<file path="config.mk">
export PLATFORM = sky130hd
export DESIGN_NAME = xmodem_crc_receiver
export DESIGN_NICKNAME = d
export VERILOG_FILES = /design/src/rtl/xcrc_pkg.sv /design/src/rtl/xcrc_engine.sv /design/src/rtl/xmodem_crc_receiver.sv
export SDC_FILE = /design/constraint.sdc
export NUM_CORES = 1
export LEC_CHECK = 0
export ABC_AREA = 0
export BUFFER_PORTS_ARGS = -buffer_cell sky130_fd_sc_hd__buf_2
export CORE_ASPECT_RATIO = 0.6
export CORE_MARGIN = 1.5
export CORE_UTILIZATION = 40
export CTS_BUF_LIST = sky130_fd_sc_hd__clkbuf_16
export DETAILED_ROUTE_END_ITERATION = 7
export PLACE_DENSITY = 0.65
export SKIP_CTS_REPAIR_TIMING = 1
export SLEW_MARGIN = 25
export SYNTH_ARGS = -nofsm -noshare
export SYNTH_HDL_FRONTEND = slang
export SYNTH_SLANG_ARGS = --single-unit
</file>
<file path="constraint.sdc">
create_clock -name clock -period 5.3 [get_ports clock]
set_input_delay 0 -clock clock [delete_from_list [all_inputs] [get_ports clock]]
set_output_delay 0 -clock clock [all_outputs]
set_load 0.02 [all_outputs]
</file>
<file path="src/rtl/xcrc_pkg.sv">
package xcrc_pkg;

   typedef enum logic [2:0] {
      PH_HEADER,
      PH_NUMBER,
      PH_COMPL,
      PH_DATA,
      PH_CRC_HI,
      PH_CRC_LO,
      PH_DONE
   } phase_type;

   localparam logic [1:0] MODE_BYTE    = 2'd0;
   localparam logic [1:0] MODE_TIMEOUT = 2'd1;
   localparam logic [1:0] MODE_START   = 2'd2;
   localparam logic [1:0] MODE_UNUSED  = 2'd3;

   localparam logic [1:0] SESSION_RUNNING = 2'd0;
   localparam logic [1:0] SESSION_DONE    = 2'd1;
   localparam logic [1:0] SESSION_ABORTED = 2'd2;

   localparam logic CSR_BASE_ADDRESS = 1'b0;
   localparam logic CSR_MAX_ERRORS   = 1'b1;

   localparam logic [7:0] BYTE_SOH = 8'h01;
   localparam logic [7:0] BYTE_STX = 8'h02;
   localparam logic [7:0] BYTE_EOT = 8'h04;
   localparam logic [7:0] BYTE_ACK = 8'h06;
   localparam logic [7:0] BYTE_NAK = 8'h15;
   localparam logic [7:0] BYTE_CAN = 8'h18;
   localparam logic [7:0] BYTE_ASK = 8'h43;

   localparam logic [7:0]  ERROR_MAX   = 8'd255;
   localparam logic [8:0]  NUMBER_SUM  = 9'd255;
   localparam logic [10:0] SHORT_BLOCK = 11'd128;
   localparam logic [10:0] LONG_BLOCK  = 11'd1024;
   localparam logic [15:0] CRC_POLY    = 16'h1021;

   typedef struct packed {
      logic        tx_valid;
      logic [7:0]  tx_byte;
      logic        wr_valid;
      logic [31:0] wr_address;
      logic [7:0]  wr_data;
      logic [1:0]  session;
      logic [31:0] file_size;
      logic        twice;   // result goes out twice, first copy not last
   } result_type;

   function automatic logic [15:0] crc_byte(input logic [15:0] crc, input logic [7:0] data);
      logic [15:0] c;
      c = crc ^ {data, 8'h00};
      for (int i = 0; i < 8; i++) begin
         c = c[15] ? ({c[14:0], 1'b0} ^ CRC_POLY) : {c[14:0], 1'b0};
      end
      return c;
   endfunction

endpackage

</file>
<file path="src/rtl/xcrc_engine.sv">
module xcrc_engine (
   input  logic                clock,
   input  logic                reset,
   input  logic                step,
   input  logic [1:0]          mode,
   input  logic [7:0]          rx_byte,
   input  logic [31:0]         base_address,
   input  logic [7:0]          max_errors,
   output xcrc_pkg::result_type result
);
   import xcrc_pkg::*;

   phase_type   phase_ff, phase_in;
   logic        long_block_ff, long_block_in;
   logic [10:0] byte_index_ff, byte_index_in;
   logic [7:0]  expected_ff, expected_in;
   logic [7:0]  got_number_ff, got_number_in;
   logic [7:0]  got_compl_ff, got_compl_in;
   logic [15:0] crc_ff, crc_in;
   logic [7:0]  got_crc_hi_ff, got_crc_hi_in;
   logic [31:0] address_ff, address_in;
   logic [31:0] total_ff, total_in;
   logic [7:0]  errors_ff, errors_in;
   logic        seen_ff, seen_in;
   logic [1:0]  session_ff, session_in;

   logic        active, ask, is_byte, hdr, hdr_open, hdr_eot, hdr_can;
   logic        data_byte, crc_lo, crc_good, do_fail, at_limit;
   logic [7:0]  errors_inc;
   logic [8:0]  number_sum;
   logic [10:0] block_size, index_next;

   // decode of the current request against the state
   always_comb begin
      active     = (mode != MODE_START) && (mode != MODE_UNUSED) &&
                   (session_ff == SESSION_RUNNING) && (phase_ff != PH_DONE);
      ask        = active && (mode == MODE_TIMEOUT) && (phase_ff == PH_HEADER) && !seen_ff;
      is_byte    = active && (mode == MODE_BYTE);
      hdr        = is_byte && (phase_ff == PH_HEADER);
      hdr_open   = hdr && ((rx_byte == BYTE_SOH) || (rx_byte == BYTE_STX));
      hdr_eot    = hdr && (rx_byte == BYTE_EOT);
      hdr_can    = hdr && (rx_byte == BYTE_CAN);
      data_byte  = is_byte && (phase_ff == PH_DATA);
      crc_lo     = is_byte && (phase_ff == PH_CRC_LO);
      number_sum = {1'b0, got_number_ff} + {1'b0, got_compl_ff};
      crc_good   = crc_lo && (got_number_ff == expected_ff) && (number_sum == NUMBER_SUM) &&
                   ({got_crc_hi_ff, rx_byte} == crc_ff);
      do_fail    = (active && (mode == MODE_TIMEOUT) && !ask) ||
                   (hdr && !hdr_open && !hdr_eot && !hdr_can) || (crc_lo && !crc_good);
      errors_inc = (errors_ff == ERROR_MAX) ? errors_ff : errors_ff + 8'd1;
      at_limit   = errors_inc >= max_errors;
      block_size = long_block_ff ? LONG_BLOCK : SHORT_BLOCK;
      index_next = byte_index_ff + 11'd1;
   end

   // next state
   always_comb begin
      phase_in      = phase_ff;
      long_block_in = long_block_ff;
      byte_index_in = byte_index_ff;
      expected_in   = expected_ff;
      got_number_in = got_number_ff;
      got_compl_in  = got_compl_ff;
      crc_in        = crc_ff;
      got_crc_hi_in = got_crc_hi_ff;
      address_in    = address_ff;
      total_in      = total_ff;
      errors_in     = errors_ff;
      seen_in       = seen_ff;
      session_in    = session_ff;
      if (mode == MODE_START) begin
         phase_in      = PH_HEADER;
         long_block_in = 1'b0;
         byte_index_in = '0;
         expected_in   = 8'd1;
         got_number_in = '0;
         got_compl_in  = '0;
         crc_in        = '0;
         got_crc_hi_in = '0;
         address_in    = base_address;
         total_in      = '0;
         errors_in     = '0;
         seen_in       = 1'b0;
         session_in    = SESSION_RUNNING;
      end else if (do_fail) begin
         errors_in = errors_inc;
         if (at_limit) begin
            session_in = SESSION_ABORTED;
            phase_in   = PH_DONE;
         end else begin
            phase_in = PH_HEADER;
         end
      end else if (hdr_open) begin
         long_block_in = (rx_byte == BYTE_STX);
         seen_in       = 1'b1;
         byte_index_in = '0;
         crc_in        = '0;
         phase_in      = PH_NUMBER;
      end else if (hdr_eot) begin
         session_in = SESSION_DONE;
         phase_in   = PH_DONE;
      end else if (hdr_can) begin
         session_in = SESSION_ABORTED;
         phase_in   = PH_DONE;
      end else if (is_byte && (phase_ff == PH_NUMBER)) begin
         got_number_in = rx_byte;
         phase_in      = PH_COMPL;
      end else if (is_byte && (phase_ff == PH_COMPL)) begin
         got_compl_in = rx_byte;
         phase_in     = PH_DATA;
      end else if (data_byte) begin
         crc_in        = crc_byte(crc_ff, rx_byte);
         byte_index_in = index_next;
         if (index_next >= block_size) begin
            phase_in = PH_CRC_HI;
         end
      end else if (is_byte && (phase_ff == PH_CRC_HI)) begin
         got_crc_hi_in = rx_byte;
         phase_in      = PH_CRC_LO;
      end else if (crc_good) begin
         expected_in = expected_ff + 8'd1;
         address_in  = address_ff + {21'd0, block_size};
         total_in    = total_ff + {21'd0, block_size};
         phase_in    = PH_HEADER;
      end
   end

   // result for the request
   always_comb begin
      result           = '0;
      result.session   = session_in;
      result.file_size = total_in;
      if (ask) begin
         result.tx_valid = 1'b1;
         result.tx_byte  = BYTE_ASK;
      end else if (do_fail) begin
         result.tx_valid = 1'b1;
         result.tx_byte  = at_limit ? BYTE_CAN : BYTE_NAK;
         result.twice    = at_limit;
      end else if (hdr_eot || crc_good) begin
         result.tx_valid = 1'b1;
         result.tx_byte  = BYTE_ACK;
      end else if (data_byte) begin
         result.wr_valid   = 1'b1;
         result.wr_address = address_ff + {21'd0, byte_index_ff};
         result.wr_data    = rx_byte;
      end
   end

   always_ff @(posedge clock) begin
      if (reset) begin
         phase_ff      <= PH_HEADER;
         long_block_ff <= 1'b0;
         byte_index_ff <= '0;
         expected_ff   <= 8'd1;
         got_number_ff <= '0;
         got_compl_ff  <= '0;
         crc_ff        <= '0;
         got_crc_hi_ff <= '0;
         address_ff    <= '0;
         total_ff      <= '0;
         errors_ff     <= '0;
         seen_ff       <= 1'b0;
         session_ff    <= SESSION_RUNNING;
      end else if (step) begin
         phase_ff      <= phase_in;
         long_block_ff <= long_block_in;
         byte_index_ff <= byte_index_in;
         expected_ff   <= expected_in;
         got_number_ff <= got_number_in;
         got_compl_ff  <= got_compl_in;
         crc_ff        <= crc_in;
         got_crc_hi_ff <= got_crc_hi_in;
         address_ff    <= address_in;
         total_ff      <= total_in;
         errors_ff     <= errors_in;
         seen_ff       <= seen_in;
         session_ff    <= session_in;
      end
   end

endmodule

</file>
<file path="src/rtl/xmodem_crc_receiver.sv">
// XMODEM-CRC receiver. One request (host byte, timeout, or start of a new transfer) can
// be taken every clock cycle unless the result buffer is full and not draining; it is
// captured in an input register, handled by the protocol engine (CRC-16 update of a data
// byte included) and queued in a two-entry result buffer. Each request gives one response,
// except an abort at the error limit, which gives two CAN responses one after the other
// from one buffer entry; the buffer drain rate of one response per cycle while rsp_ready
// is high sets throughput. The user writes configuration (base address, error limit)
// through the csr port only while no transfer step is in flight; the block does not
// enforce this. base_address takes effect at the next start request.
module xmodem_crc_receiver (
   input  logic        clock,
   input  logic        reset,
   input  logic        req_valid,
   output logic        req_ready,
   input  logic [1:0]  req_mode,
   input  logic [7:0]  req_rx_byte,
   output logic        rsp_valid,
   input  logic        rsp_ready,
   output logic        rsp_tx_valid,
   output logic [7:0]  rsp_tx_byte,
   output logic        rsp_wr_valid,
   output logic [31:0] rsp_wr_address,
   output logic [7:0]  rsp_wr_data,
   output logic [1:0]  rsp_session,
   output logic [31:0] rsp_file_size,
   output logic        rsp_last,
   input  logic        csr_we,
   input  logic        csr_index,
   input  logic [31:0] csr_wdata
);
   import xcrc_pkg::*;

   logic [31:0] base_address_ff;
   logic [7:0]  max_errors_ff;

   logic        in_valid_ff;
   logic [1:0]  in_mode_ff;
   logic [7:0]  in_byte_ff;

   result_type  fifo_ff [2];
   logic        wr_ptr_ff, rd_ptr_ff;
   logic [1:0]  count_ff;
   logic        second_ff;

   result_type  result, head;
   logic        step, pop, rsp_fire;

   always_ff @(posedge clock) begin
      if (reset) begin
         base_address_ff <= '0;
         max_errors_ff   <= 8'd3;
      end else if (csr_we) begin
         unique case (csr_index)
            CSR_BASE_ADDRESS: base_address_ff <= csr_wdata;
            CSR_MAX_ERRORS:   max_errors_ff   <= csr_wdata[7:0];
            default:          ;
         endcase
      end
   end

   assign head     = fifo_ff[rd_ptr_ff];
   assign rsp_fire = rsp_valid && rsp_ready;
   // the doubled CAN entry leaves only after its second copy
   assign pop      = rsp_fire && (!head.twice || second_ff);
   assign step     = in_valid_ff && ((count_ff != 2'd2) || pop);
   assign req_ready = !in_valid_ff || step;

   always_ff @(posedge clock) begin
      if (reset) begin
         in_valid_ff <= 1'b0;
      end else if (req_valid && req_ready) begin
         in_valid_ff <= 1'b1;
      end else if (step) begin
         in_valid_ff <= 1'b0;
      end
   end

   always_ff @(posedge clock) begin
      if (req_valid && req_ready) begin
         in_mode_ff <= req_mode;
         in_byte_ff <= req_rx_byte;
      end
   end

   xcrc_engine u_engine (
      .clock        (clock),
      .reset        (reset),
      .step         (step),
      .mode         (in_mode_ff),
      .rx_byte      (in_byte_ff),
      .base_address (base_address_ff),
      .max_errors   (max_errors_ff),
      .result       (result)
   );

   always_ff @(posedge clock) begin
      if (step) begin
         fifo_ff[wr_ptr_ff] <= result;
      end
   end

   always_ff @(posedge clock) begin
      if (reset) begin
         wr_ptr_ff <= 1'b0;
         rd_ptr_ff <= 1'b0;
         count_ff  <= '0;
         second_ff <= 1'b0;
      end else begin
         if (step) begin
            wr_ptr_ff <= !wr_ptr_ff;
         end
         if (pop) begin
            rd_ptr_ff <= !rd_ptr_ff;
         end
         if (step && !pop) begin
            count_ff <= count_ff + 2'd1;
         end else if (pop && !step) begin
            count_ff <= count_ff - 2'd1;
         end
         if (rsp_fire) begin
            second_ff <= head.twice && !second_ff;
         end
      end
   end

   assign rsp_valid      = (count_ff != 2'd0);
   assign rsp_tx_valid   = head.tx_valid;
   assign rsp_tx_byte    = head.tx_byte;
   assign rsp_wr_valid   = head.wr_valid;
   assign rsp_wr_address = head.wr_address;
   assign rsp_wr_data    = head.wr_data;
   assign rsp_session    = head.session;
   assign rsp_file_size  = head.file_size;
   assign rsp_last       = !(head.twice && !second_ff);

endmodule

</file>
Yosys cells after proc, flatten, opt, wreduce, memory -nomap -nowiden:

Memories as Yosys holds them, arrays and structs flattened. A register that Yosys moved wholly into a read port is not among the register bits.
Cells that the tools add are included.

* reduce and logical (&&, ||, !) cells: 76
* add/subtract/negate cells: 9
* bitwise logic cells: 10
* multiplexer cells: 122
* equal/unequal tests: 32
* $lt $le $gt $ge: 2

Operator list (number)
* 2-to-1 mux 32 bit: 20
* 2-to-1 mux 8 bit: 35
* 2-to-1 mux 41 bit: 4
* 2-to-1 mux 16 bit: 8
* 2-to-1 mux 13 bit: 8
* 2-to-1 mux 11 bit: 9
* adder 32 x 11 -> 32 bit: 3
* 2-to-1 mux 3 bit: 12
* logical AND 1 bit: 31
* 2-to-1 mux 9 bit: 3
* NOT 3 bit: 8
* nonzero test 2 bit: 9
* adder 8 x 1 -> 8 bit, second input constant: 2
* equality test 16 bit: 1
* 2-to-1 mux 2 bit: 8
* != test 2 bit, second input constant: 8
* bitwise XOR 16 bit: 1
* logical NOT 1 bit: 14
* 2-to-1 mux 1 bit: 14
* AND reduction 7 bit: 2
* adder 11 x 1 -> 11 bit, second input constant: 1
* >= comparator 11 bit: 1
* AND reduction 10 bit: 1
* nonzero test 10 bit: 1
* other kinds (31): 47

* bits of input ports: 48
* register bits after elaboration: 194
* memories kept: 1
* bits in writable memories: 170
* word-level logic and storage cells: 274
* output and inout bits: 87

Memories
* fifo_ff: depth 2, width 85, rd ports 1, clocked after Yosys merged registers in 1, write ports 1, line xmodem_crc_receiver.sv:40 `result_type fifo_ff [2];`

Longest topological paths before layout:

* word-level depth: 25
* mapped depth: 14

Modules after synthesis:

From an unflattened synthesis, not the netlist that was laid out.

* cells, all modules: 1774
* area total of the unflattened synthesis: 17789.6 um2

By module, submodules not included
* xcrc_engine: cells each 1282, times used 1, area an instance 9631.7 um2, sequential area each 2762.6 um2
* xmodem_crc_receiver: cells each 492, times used 1, area an instance 8157.8 um2, sequential area each 6346.1 um2

Worst setup path after synthesis:

OpenSTA, ideal clock, no wires.

* kind: reg-to-reg
* from: reg (tool-made name)
* to: mem fifo_ff[0][10] (netlist name) (enable)
* required time: 4.777 ns
* data arrival time: 5.005 ns
* setup slack: -0.228 ns
* stages on the path, launching flop included: 9
* cells stage by stage: dfxtp_1 buf_2 mux2i_1 or2_2 nand2_1 a21bo_2 clkbuf_1 clkbuf_1 nor2_1

RTL lines (line)
* end, declared: xmodem_crc_receiver.sv:40

Worst setup path in the final report:

* from: reg u_engine.got_number_ff[3]
* to: reg u_engine.address_ff[8]

* cells in the longest elaborated chain, start to end: 9

Ends and longest elaborated chain
* start, declared: line xcrc_engine.sv:17 `logic [7:0] got_number_ff, got_number_in;`
* start signal, assigned: line xcrc_engine.sv:170 `got_number_ff <= got_number_in;`
* adder 8 x 8 -> 9 bit or equality test 8 bit (tied branches): line xcrc_engine.sv:45, xcrc_engine.sv:46
* equality test 9 x 8 -> 1 bit or logical AND 1 bit (tied branches): line xcrc_engine.sv:46 `crc_good = crc_lo && (got_number_ff == expected_ff) && (number_sum == NUMBER_SUM) &&`
* logical AND 1 bit (*) (2 in a row): line xcrc_engine.sv:46
* logical NOT 1 bit: line xcrc_engine.sv:49 `(hdr && !hdr_open && !hdr_eot && !hdr_can) || (crc_lo && !crc_good);`
* logical AND 1 bit: line xcrc_engine.sv:49
* logical OR 1 bit: line xcrc_engine.sv:49
* != test 2 bit (no source line)
* AND reduction 10 bit (no source line) (*)
* end signal, assigned: line xcrc_engine.sv:174 `address_ff <= address_in;`
* end, declared: line xcrc_engine.sv:21 `logic [31:0] address_ff, address_in;`

Mark *: on every way between the ends. The rest lies on a longest branch, timed or not.
A chain may end at the register's enable or synchronous reset.

==> impl_metrics.ini <==
[clocking]
clock_path_buffers = 3
clock_latency_ns = 0.54
numCtsBuffers = 36
cts_tree = yes
htree_levels = 2
clk_pin_slew_worst_paths_ns = 0.06
cts_num_sinks = 359
cts_root_buf = clkbuf_16

[sta]
skew_ns = 0.0170
fin_crit_sh = 0.745
worstMarginPinSlew_ns = 0.940
rsz0062_at_grt = no
final.setup.tns_ns = 0
hold_viol_final = 0
max_freq_mhz = 253
drv_slew = 0
fin_crit_ns = 3.95
relSlewSlack = 0.373
finalSetupViolCount = 0

[floorplanning]
start_util = 0.410
fp.dieH_um = 164
die-area_sq_mm = 0.0447
io_pins = 135
die_w_um = 272
rows = 58
core_sq_mm = 0.0424

[drt]
vias = 13900
ant_nets = 0
drt_iter0_drc = 1091
dr.pass1.iters = 5
drcViolationCount = 0
wirelength_mm = 48.0
viasPerCell = 5.59
post_drt_wl_per_cell_um = 19.3

[grt]
grt_use_total = 0.211
use_met3 = 0.0365
gr-total-overflow = 0
grt_max_degree = 94
use_met1 = 0.321
met2_usage = 0.310
grt_antenna_before_repair = 0
grt_first_pass_wirelength_mm = 74.4
grt_pass1_vias = 13100
gr-max-usage-layer = met1

[critical_path]
worstPathArrival_ns = 4.38
cp_num_buf_inv = 1
critPathTopFamily = compound AO/OA/AOI/OAI gates
critPathCaptureType = register
cp_cell_sequence = ha_1 > and2_1 > a221o_1 > o21ai_2 > a211oi_2 > or4_4 > a21oi_2 > buf_4 > nor2_1 > a311oi_1
cp_max_fo = 17
crit_type = reg -> reg
required_ns = 5.73
critPathLaunchType = register
max_stage_delay_ns = 0.77
critPathSlowestCell = a21oi_2

[synth]
netlist_instances = 1750
synth_edf_count = 174
synth_cell_types = 81
synth_ff_type = dfxtp_1
yosys_warnings = 0
ys_seq_area_frac = 0.514
avgSynthCellArea_sq_um = 9.93
synth-seq-cells = 359
synth_area_sq_mm = 0.0174
async_flop_share = 0

[power]
powerDensity_mw_per_mm2 = 317
leakage_nw = 7.13
ir_drop_mv = 0.199
power_mw = 6.39

[placement]
port_buffers = 132
hpwl_mm = 33.1
gp_congestion = 0.945

[layout]
final_common_cell = nand2_1
syn2layout_area_growth_pct = 15.9
drive_gt1_frac = 0.167
fin_nets = 1979
final_cell_mix = 230 x nand2_1, 184 x dfxtp_1, 174 x edfxtp_1
n_antenna_cell = 0

[outcome]
status = finished, final reports clean

[flow_run]
cap_violations = 0

[hold_path]
min_path_type = in -> reg
-- synthesized netlist by cell type (all sizes together), types with 3 or more instances --
master / count / area share
o21ai: 77 / 0.022
mux2i: 7 / 0.0040
nor2: 116 / 0.025
buf: 26 / 0.0072
xor2: 44 / 0.022
a21o: 8 / 0.0035
and3: 25 / 0.0091
or2: 8 / 0.0029
a21boi: 3 / 0.0013
a21oi: 148 / 0.043
o41ai: 4 / 0.0020
nand4b: 3 / 0.0015
o32ai: 12 / 0.0060
nand3: 82 / 0.024
a32o: 4 / 0.0023
and2: 29 / 0.011
o31ai: 9 / 0.0039
or4: 7 / 0.0032
a31oi: 11 / 0.0040
nand2: 230 / 0.050
xnor2: 71 / 0.036
ha: 39 / 0.028
a22oi: 3 / 0.0013
a311oi: 4 / 0.0020
nand2b: 12 / 0.0043
nor4: 12 / 0.0060
or3: 32 / 0.012
nor3: 36 / 0.010
edfxtp: 174 / 0.30
o211ai: 14 / 0.0060
o21a: 10 / 0.0043
dfxtp: 185 / 0.21
a22o: 8 / 0.0040
a31o: 7 / 0.0035
inv: 36 / 0.0078
mux2: 82 / 0.053
a211oi: 13 / 0.0059
clkbuf: 78 / 0.017
o2111ai: 6 / 0.0030
nor2b: 11 / 0.0040
nand4: 28 / 0.010
-- metrics by stage --
step / setup slack, ns / cells / utilization / hold slack [ns] / instance area, sq um
3_5_place_dp: 1.43 / 2370 / 0.437 / 0.178 / 18500
5_1_grt: 1.22 / 2486 / 0.475 / 0.0319 / 20100
6_report: 1.35 / 2486 / 0.475 / 0.00455 / 20100
4_1_cts: 1.44 / 2434 / 0.463 / -0.383 / 19600
3_3_place_gp: 1.50 / 2370 / 0.437 / 0.176 / 18500
2_1_floorplan: 1.09 / 1751 / - / 0.0989 / 17400
-- registers in the layout, summed over array words and instances, names as in the netlist, 2 cells and up, named ones only --
signal / cells
base_address_ff: 32
count_ff: 2
in_mode_ff: 2
fifo_ff: 164
u_engine.total_ff: 32
in_byte_ff: 8
u_engine.got_number_ff: 8
u_engine.address_ff: 32
u_engine.phase_ff: 3
max_errors_ff: 8
u_engine.byte_index_ff: 11
u_engine.errors_ff: 8
u_engine.got_crc_hi_ff: 8
u_engine.session_ff: 2
u_engine.expected_ff: 8
u_engine.crc_ff: 16
u_engine.got_compl_ff: 8
-- worst register-to-register path, cell delays in order (launching register included) --
cell,delay (ns)
dfxtp_1,0.40
ha_1,0.34
and2_1,0.21
a221o_1,0.36
o21ai_2,0.31
a211oi_2,0.23
or4_4,0.63
a21oi_2,0.78
buf_4,0.27
nor2_1,0.04
a311oi_1,0.28
-- final cells by class --
type | instances | area, sq um
fillers | 3973 | 22200
flip-flops and latches | 359 | 8930
multi-input cells | 1250 | 7920
repair buffers | 205 | 1350
clock buffers | 38 | 951
well taps | 570 | 713
clock inverters | 26 | 144
inverters | 38 | 143
-- worst paths after layout --
check | depth (start not counted) | startpoint | slack (ns) | to
setup / recovery | 10 | u_engine.got_number_ff[3]$_SDFFE_PP0P_ | 1.35 | u_engine.address_ff[8]$_SDFFE_PP0P_
hold / removal | 4 | csr_we | 0.005 | max_errors_ff[0]$_SDFFE_PP1P_
hold reg to reg | 2 | base_address_ff[6]$_SDFFE_PP0P_ | 0.45 | u_engine.address_ff[6]$_SDFFE_PP0P_
setup reg to reg | 10 | u_engine.got_number_ff[3]$_SDFFE_PP0P_ | 1.35 | u_engine.address_ff[8]$_SDFFE_PP0P_
-- logic make-up (layout without fill, tap and decap cells) --
logic type / Yosys count / in the layout / share of synthesized area
AO/OA/AOI/OAI: 360 / 360 / 0.129
flip-flops: 359 / 359 / 0.514
other: 1 / 2 / 0.000216
AND/OR/NAND/NOR: 643 / 643 / 0.179
buffers and inverters: 142 / 307 / 0.0323
multiplexers: 89 / 89 / 0.0572
XOR/XNOR: 115 / 115 / 0.0580
adder cells (fa/ha/maj): 41 / 41 / 0.0304
-- layer usage --
| metal | part of all wire | wire (um) | vias up |
|---|---|---|---|
| met5 | 0 | 0 | - |
| met4 | 0.018 | 852 | 0 |
| met3 | 0.065 | 3110 | 58 |
| met2 | 0.42 | 20200 | 460 |
| met1 | 0.50 | 23900 | 6781 |
| li1 | - | - | 6606 |
-- power by group --
part	switching (mW)	internal [mW]
Combinational	0.550	0.323
Clock	1.09	1.35
Sequential	0.0578	3.02
Note: power is estimated with default switching activity, not from simulation.
